`config.mk`:
```
export PLATFORM = sky130hd
export DESIGN_NAME = stack_region_allocator
export DESIGN_NICKNAME = d
export VERILOG_FILES = /design/src/rtl/sra_pkg.sv /design/src/rtl/sra_cell.sv /design/src/rtl/sra_stack.sv /design/src/rtl/stack_region_allocator.sv
export SDC_FILE = /design/constraint.sdc
export NUM_CORES = 2
export LEC_CHECK = 0
export ABC_AREA = 1
export ABC_CLOCK_PERIOD_IN_PS = 91300
export BUFFER_PORTS_ARGS = -buffer_cell sky130_fd_sc_hd__buf_2
export CELL_PAD_IN_SITES_DETAIL_PLACEMENT = 1
export CELL_PAD_IN_SITES_GLOBAL_PLACEMENT = 2
export CORE_MARGIN = 2
export CORE_UTILIZATION = 49
export CTS_CLUSTER_DIAMETER = 50
export CTS_CLUSTER_SIZE = 16
export DETAILED_ROUTE_END_ITERATION = 10
export HOLD_SLACK_MARGIN = 0.08
export PLACE_DENSITY = 0.89
export SLEW_MARGIN = 20
export SYNTH_ARGS = -nofsm -noshare
export SYNTH_HDL_FRONTEND = slang
export SYNTH_SLANG_ARGS = --single-unit
```
`constraint.sdc`:
```
create_clock -name clk_i -period 91.3 [get_ports clk_i]
set_input_delay 9.13 -clock clk_i [delete_from_list [all_inputs] [get_ports clk_i]]
set_output_delay 9.13 -clock clk_i [all_outputs]
set_load 0.02 [all_outputs]
```
`src/rtl/sra_pkg.sv`:
```
// ----------------------------------------------------------------------------
// Stack region allocator package
// Sizes, request and status codes, and the control structs of the stack.
// ----------------------------------------------------------------------------
package sra_pkg;

  localparam int unsigned POOL_BYTES   = 16777216;
  localparam int unsigned RECORD_DEPTH = 64;
  // Alignment must be a power of two.
  localparam int unsigned ALIGN_BYTES  = 32;

  localparam int unsigned ADDR_W   = $clog2(POOL_BYTES);
  localparam int unsigned TOP_W    = ADDR_W + 1;
  localparam int unsigned LEN_W    = 25;
  localparam int unsigned RND_W    = LEN_W + 1;
  localparam int unsigned SUM_W    = RND_W + 1;
  localparam int unsigned CNT_W    = $clog2(RECORD_DEPTH + 1);
  localparam int unsigned REQ_W    = 2;
  localparam int unsigned STAT_W   = 2;

  localparam int unsigned S_TDATA_W = ((LEN_W + 7) / 8) * 8;
  localparam int unsigned M_TDATA_W = ((ADDR_W + TOP_W + 7) / 8) * 8;

  localparam logic [TOP_W-1:0] POOL_TOP   = TOP_W'(POOL_BYTES);
  localparam logic [SUM_W-1:0] POOL_SUM   = SUM_W'(POOL_BYTES);
  localparam logic [RND_W-1:0] ALIGN_M1   = RND_W'(ALIGN_BYTES - 1);
  localparam logic [CNT_W-1:0] DEPTH_CNT  = CNT_W'(RECORD_DEPTH);

  typedef enum logic [REQ_W-1:0] {
    REQ_ALLOC = 2'd0,
    REQ_FREE  = 2'd1,
    REQ_RESET = 2'd2
  } req_type_e;

  typedef enum logic [STAT_W-1:0] {
    ST_OK        = 2'd0,
    ST_NO_SPACE  = 2'd1,
    ST_NO_RECORD = 2'd2
  } status_e;

  typedef struct packed {
    logic              push;
    logic              pop;
    logic              clear;
    logic [ADDR_W-1:0] push_data;
  } stack_ctrl_t;

  typedef struct packed {
    logic              empty;
    logic              full;
    logic [ADDR_W-1:0] head;
  } stack_stat_t;

endpackage

```
`src/rtl/sra_cell.sv`:
```
// ----------------------------------------------------------------------------
// Stack region allocator record cell
// One entry of the shifting record stack.
// ----------------------------------------------------------------------------
module sra_cell (
  input  logic                       clk_i,
  input  logic                       push_i,
  input  logic                       pop_i,
  input  logic [sra_pkg::ADDR_W-1:0] prev_i,
  input  logic [sra_pkg::ADDR_W-1:0] next_i,
  output logic [sra_pkg::ADDR_W-1:0] data_o
);
  import sra_pkg::*;

  logic [ADDR_W-1:0] data_q;
  logic [ADDR_W-1:0] data_d;

  // A push takes the newer neighbor's entry, a pop the older neighbor's.
  always_comb begin
    data_d = data_q;
    if (push_i) begin
      data_d = prev_i;
    end else if (pop_i) begin
      data_d = next_i;
    end
  end

  always_ff @(posedge clk_i) begin
    data_q <= data_d;
  end

  assign data_o = data_q;

endmodule

```
`src/rtl/sra_stack.sv`:
```
// ----------------------------------------------------------------------------
// Stack region allocator record stack
// A row of cells with the newest record in cell zero, plus the fill count.
// ----------------------------------------------------------------------------
module sra_stack (
  input  logic                 clk_i,
  input  logic                 rst_ni,
  input  sra_pkg::stack_ctrl_t ctrl_i,
  output sra_pkg::stack_stat_t stat_o
);
  import sra_pkg::*;

  logic [ADDR_W-1:0] cell_data [RECORD_DEPTH];
  logic [CNT_W-1:0]  cnt_q;
  logic [CNT_W-1:0]  cnt_d;

  for (genvar i = 0; i < RECORD_DEPTH; i++) begin : g_cell
    logic [ADDR_W-1:0] prev_data;
    logic [ADDR_W-1:0] next_data;

    if (i == 0) begin : g_first
      assign prev_data = ctrl_i.push_data;
    end else begin : g_mid
      assign prev_data = cell_data[i-1];
    end

    if (i == RECORD_DEPTH - 1) begin : g_last
      assign next_data = '0;
    end else begin : g_inner
      assign next_data = cell_data[i+1];
    end

    sra_cell u_cell (
      .clk_i  (clk_i),
      .push_i (ctrl_i.push),
      .pop_i  (ctrl_i.pop),
      .prev_i (prev_data),
      .next_i (next_data),
      .data_o (cell_data[i])
    );
  end

  always_comb begin
    cnt_d = cnt_q;
    priority if (ctrl_i.clear) begin
      cnt_d = '0;
    end else if (ctrl_i.push) begin
      cnt_d = cnt_q + CNT_W'(1);
    end else if (ctrl_i.pop) begin
      cnt_d = cnt_q - CNT_W'(1);
    end
  end

  always_ff @(posedge clk_i or negedge rst_ni) begin
    if (!rst_ni) begin
      cnt_q <= '0;
    end else begin
      cnt_q <= cnt_d;
    end
  end

  assign stat_o.empty = (cnt_q == '0);
  assign stat_o.full  = (cnt_q == DEPTH_CNT);
  assign stat_o.head  = cell_data[0];

endmodule

```
`src/rtl/stack_region_allocator.sv`:
```
// ----------------------------------------------------------------------------
// Stack region allocator
// Bump allocator over a fixed pool with last-in first-out freeing.
// ----------------------------------------------------------------------------
// Each request is decoded, checked against the pool and applied to the top
// pointer and the record stack at the edge that accepts it, and its reply
// sits in the output register from the next cycle on. One request is
// accepted per cycle as long as the reply register is empty or being
// drained; the rate is set by the single add and compare on the top
// pointer and by the one-step shift of the record cell row. An allocate
// rounds its length up to the alignment; if the rounded length does not fit
// above the top it fails with status out of space and address 0, otherwise
// the old top is returned, the top advances, and the old top is pushed on
// the record stack unless that stack is full. A free pops the newest record
// and moves the top back to it, or reports no records. A reset request
// clears the top and the stack. Every reply carries the bytes left above
// the top. The stack needs no clearing pass after reset: only entries below
// the fill count are ever read.
// ----------------------------------------------------------------------------
module stack_region_allocator (
  input  logic                          clk_i,
  input  logic                          rst_ni,
  // Request channel.
  input  logic                          s_axis_tvalid,
  output logic                          s_axis_tready,
  // tdata: length [24:0], zero padding above.
  input  logic [sra_pkg::S_TDATA_W-1:0] s_axis_tdata,
  // tuser: req_type [1:0].
  input  logic [sra_pkg::REQ_W-1:0]     s_axis_tuser,
  // Reply channel.
  output logic                          m_axis_tvalid,
  input  logic                          m_axis_tready,
  // tdata: address [23:0], free_bytes [48:24], zero padding above.
  output logic [sra_pkg::M_TDATA_W-1:0] m_axis_tdata,
  // tuser: status [1:0].
  output logic [sra_pkg::STAT_W-1:0]    m_axis_tuser
);
  import sra_pkg::*;

  logic              req_fire;
  logic [LEN_W-1:0]  req_len;
  logic [RND_W-1:0]  len_rounded;
  logic [SUM_W-1:0]  top_sum;

  logic [TOP_W-1:0]  top_q;
  logic [TOP_W-1:0]  top_d;

  logic              out_valid_q;
  logic [ADDR_W-1:0] out_addr_q;
  logic [ADDR_W-1:0] out_addr_d;
  logic [TOP_W-1:0]  out_free_q;
  logic [STAT_W-1:0] out_status_q;
  status_e           out_status_d;

  stack_ctrl_t       stk_ctrl;
  stack_stat_t       stk_stat;

  // The reply register frees up in the same cycle it is drained.
  assign s_axis_tready = !out_valid_q || m_axis_tready;
  assign req_fire      = s_axis_tvalid && s_axis_tready;

  // Round up to the alignment and add to the top, widened so nothing wraps.
  assign req_len     = s_axis_tdata[LEN_W-1:0];
  assign len_rounded = ({1'b0, req_len} + ALIGN_M1) & ~ALIGN_M1;
  assign top_sum     = {{(SUM_W-TOP_W){1'b0}}, top_q} + {1'b0, len_rounded};

  always_comb begin
    top_d              = top_q;
    out_addr_d         = '0;
    out_status_d       = ST_OK;
    stk_ctrl.push      = 1'b0;
    stk_ctrl.pop       = 1'b0;
    stk_ctrl.clear     = 1'b0;
    stk_ctrl.push_data = top_q[ADDR_W-1:0];
    if (req_fire) begin
      unique case (s_axis_tuser)
        REQ_ALLOC: begin
          if (top_sum > POOL_SUM) begin
            out_status_d = ST_NO_SPACE;
          end else begin
            // At a full pool a zero-length allocate returns the top's low bits.
            out_addr_d    = top_q[ADDR_W-1:0];
            top_d         = top_sum[TOP_W-1:0];
            stk_ctrl.push = !stk_stat.full;
          end
        end
        REQ_FREE: begin
          if (stk_stat.empty) begin
            out_status_d = ST_NO_RECORD;
          end else begin
            out_addr_d   = stk_stat.head;
            top_d        = {1'b0, stk_stat.head};
            stk_ctrl.pop = 1'b1;
          end
        end
        REQ_RESET: begin
          top_d          = '0;
          stk_ctrl.clear = 1'b1;
        end
        default: begin
          // Unused request code: plain status reply, no state change.
        end
      endcase
    end
  end

  sra_stack u_stack (
    .clk_i  (clk_i),
    .rst_ni (rst_ni),
    .ctrl_i (stk_ctrl),
    .stat_o (stk_stat)
  );

  always_ff @(posedge clk_i or negedge rst_ni) begin
    if (!rst_ni) begin
      top_q       <= '0;
      out_valid_q <= 1'b0;
    end else begin
      top_q <= top_d;
      if (req_fire) begin
        out_valid_q <= 1'b1;
      end else if (m_axis_tready) begin
        out_valid_q <= 1'b0;
      end
    end
  end

  // Reply payload, loaded with the request that produced it.
  always_ff @(posedge clk_i) begin
    if (req_fire) begin
      out_addr_q   <= out_addr_d;
      out_free_q   <= POOL_TOP - top_d;
      out_status_q <= out_status_d;
    end
  end

  assign m_axis_tvalid = out_valid_q;
  assign m_axis_tdata  = {{(M_TDATA_W-ADDR_W-TOP_W){1'b0}}, out_free_q, out_addr_q};
  assign m_axis_tuser  = out_status_q;

endmodule

```
==> flow_summary.ini <==
[clock_network]
post_cts_resized = 0
cts_buffers = 158
clk_pin_slew_ns = 0.06
post_cts_buffers = 0
cts.sinks = 1620
clk_latency_ns = 0.80
clockBufferDepth = 3
ctsRootBufferMaster = clkbuf_16
hold_buffers = 0
htree_num_levels = 4
cts_tree = done

[route]
ant_nets = 0
post_drt_wl_per_cell_um = 16.88
totalWireLength_um = 135400
first_iter_violations = 2288
post_drt_via_cell_ratio = 4.967
drcViolationCount = 0
vias = 39840
drt_pass1_iterations = 6

[floorplanning]
die_h_um = 394.3
die_width_um = 394.3
fp.coreArea_um2 = 151500
die-area_um2 = 155500
start_util = 0.4925
io_pins = 98
rows = 143

[placement]
placed_area_um2 = 76990
port_buffers = 83
hpwlAfterDp_um = 83330
place_congestion = 0.8205

[power_and_ir_drop]
leakagePower_nw = 43.43
p_sw_frac = 0.2820
p_int_mw = 1.434
total_power_mw = 1.998
clkPwrFrac = 0.343
irDropWorstVdd_v = 0.00002062
seqPwrFrac = 0.501
powerDensity_nw_per_um2 = 24.20
share_comb_of_total_power = 0.157
power.switching_mw = 0.5634

[sta]
tns_ns = 0
skew_ns = 0.05470
tightest_slew_ns = 1.224
rsz0062_at_grt = no
hold_viol = 0
slew_violations = 0
finalCritPeriodShare = 0.2127
fmax_ghz = 0.05150
relSlewSlack = 0.1841
setup_viol = 0
post-route-min-period_ns = 19.42

[job]
drv_cap = 0

[logic_synthesis]
ys_dominant_reg_cell = edfxtp_1
netlist_instances = 5775
avgSynthCellArea_um2 = 12.92
netlist_area_um2 = 74640
synth_edf_count = 1587
async_flop_share = 0.02037
ys_seq_elements = 1620
yosysWarnings = 0
seq_area_frac_synth = 0.6496
synth_cell_type_count = 49

[worst_hold_path]
hold_class = reg -> reg

[final_layout]
multiInputGateArea_um2 = 18830
fillers = 14970
layout.nets = 5929
diodes = 0
mostFrequentLayoutCell = inv_1
drive_above_1_share = 0.07429
seqCellArea_um2 = 48480
final_cell_mix = inv_1, edfxtp_1, mux2i_1
syn2layout_area_growth_pct = 10.63
final_area_um2 = 82570

[setup_path]
cpMaxStageDelayCell = inv_8
critPathRequiredTime_ns = 91.71
slowest_delay_ns = 0.86
cp_max_fo = 154
crit_type = in -> reg
worst_path_dominant_cell_family = buffers and inverters
path_common_cell = inv_1
end_kind = register
reg2reg_slack_ns = 81.43
path_buf_inv = 11
startpoint_type = primary input
arrival_ns = 19.83

[grt]
grt-ovfl-total = 0
grt_pass1_vias = 42820
antenna_found_initial = 1
grt_pass1_wl_um = 224700
track_usage = 0.1738
grt_max_degree = 196

[status]
status = completed
## metrics by stage
step           utilization  hold WS, ns  cells  worst slack, ns
6_report            0.5448       0.5329   8020            71.88
5_1_grt             0.5448       0.5539   8020            70.90
4_1_cts             0.5443       0.5378   8017            71.92
3_5_place_dp        0.5080       0.5202   7727            71.03
3_3_place_gp        0.5080       0.4995   7727            71.46
2_1_floorplan            -       0.4989   5781            47.35
## worst min-delay path, delay by kind of cell (launching register included)
family	cells	cell delay, ns
DFF	1	0.35
and+or+nand+nor	2	0.16
## power by group through the flow
stage	Combinational [mW]	Clock, mW	Sequential (mW)
3_5_place_dp	0.312	0	1.02
5_1_grt	0.352	0.731	1.01
2_1_floorplan	0.233	0	1.13
6_report	0.313	0.685	1.00
3_3_place_gp	0.295	0	1.01
4_1_cts	0.317	0.705	1.00
## path summary, 6_finish.rpt
kind,startpoint,end,cells past startpoint
max in group asynchronous,rst_ni,top_q[18],1
max,s_axis_tdata[3],u_stack.g_cell[59].u_cell.data_o[21],31
min in group asynchronous,rst_ni,top_q[9],1
max reg2reg,top_q[5],u_stack.g_cell[59].u_cell.data_o[21],21
min reg2reg,m_axis_tvalid,m_axis_tvalid,2
min,m_axis_tvalid,m_axis_tvalid,2
## cell usage after synthesis (3+ instances only)
master | number | area [um^2]
inv_1 | 1676 | 6291
edfxtp_1 | 1587 | 47660
mux2i_1 | 1459 | 14600
nand2_1 | 328 | 1231
buf_2 | 163 | 815.8
nor2_1 | 105 | 394.1
nand3_1 | 80 | 400.4
o21ai_0 | 41 | 205.2
a21oi_1 | 33 | 165.2
dfrtp_1 | 33 | 825.8
ha_1 | 29 | 362.9
clkbuf_1 | 24 | 90.09
nand4_1 | 24 | 150.1
o21ai_1 | 22 | 110.1
xor2_1 | 20 | 175.2
a32o_1 | 14 | 140.1
inv_2 | 14 | 52.55
nand2_2 | 14 | 87.58
a221oi_1 | 13 | 113.9
buf_4 | 12 | 90.09
xnor2_1 | 11 | 96.34
nor3_1 | 10 | 50.05
nor2_2 | 7 | 43.79
o31ai_1 | 6 | 45.04
o32ai_1 | 5 | 43.79
a21oi_2 | 4 | 35.03
nor2_4 | 4 | 45.04
o22ai_1 | 4 | 25.02
buf_1 | 3 | 11.26
nand3_2 | 3 | 30.03
nor4_1 | 3 | 18.77
## layout make-up
type,instances,share of cell area
clock buffer,180,0.04976
sequential,1620,0.5872
clock inverter,110,0.01679
multi-input combinational,2267,0.2281
inverter,1691,0.07696
tap,2030,0.03076
timing repair buffer,122,0.01050
## cells by family after synthesis
| kind of cell | Yosys count | share of synthesized area |
|---|---|---|
| buf+inv | 1894 | 0.09869 |
| flops | 1620 | 0.6496 |
| mux | 1459 | 0.1957 |
| simple gates | 593 | 0.03473 |
| compound gates | 146 | 0.01227 |
| fa+ha+maj | 31 | 0.005398 |
| xor+xnor | 31 | 0.003638 |
| other cells | 1 | 0.00005024 |
## sequential cells by signal, indices dropped and copies added (netlist names)
signal / count
out_free_q: 25
u_stack.cnt_q: 7
top_q: 25
m_axis_tvalid: 1
m_axis_tuser: 2
u_stack.g_cell.u_cell.data_o: 1536
out_addr_q: 24
## routing by layer
layer | GRT usage | wire length [um] | up-vias
met4 | 0.04468 | 2452 | 0
met1 | 0.2341 | 62190 | 19840
met5 | 0 | 0 | -
li1 | - | - | 19390
met2 | 0.2937 | 66770 | 428
met3 | 0.02824 | 3960 | 183
Note: power is estimated with default switching activity, not from simulation.
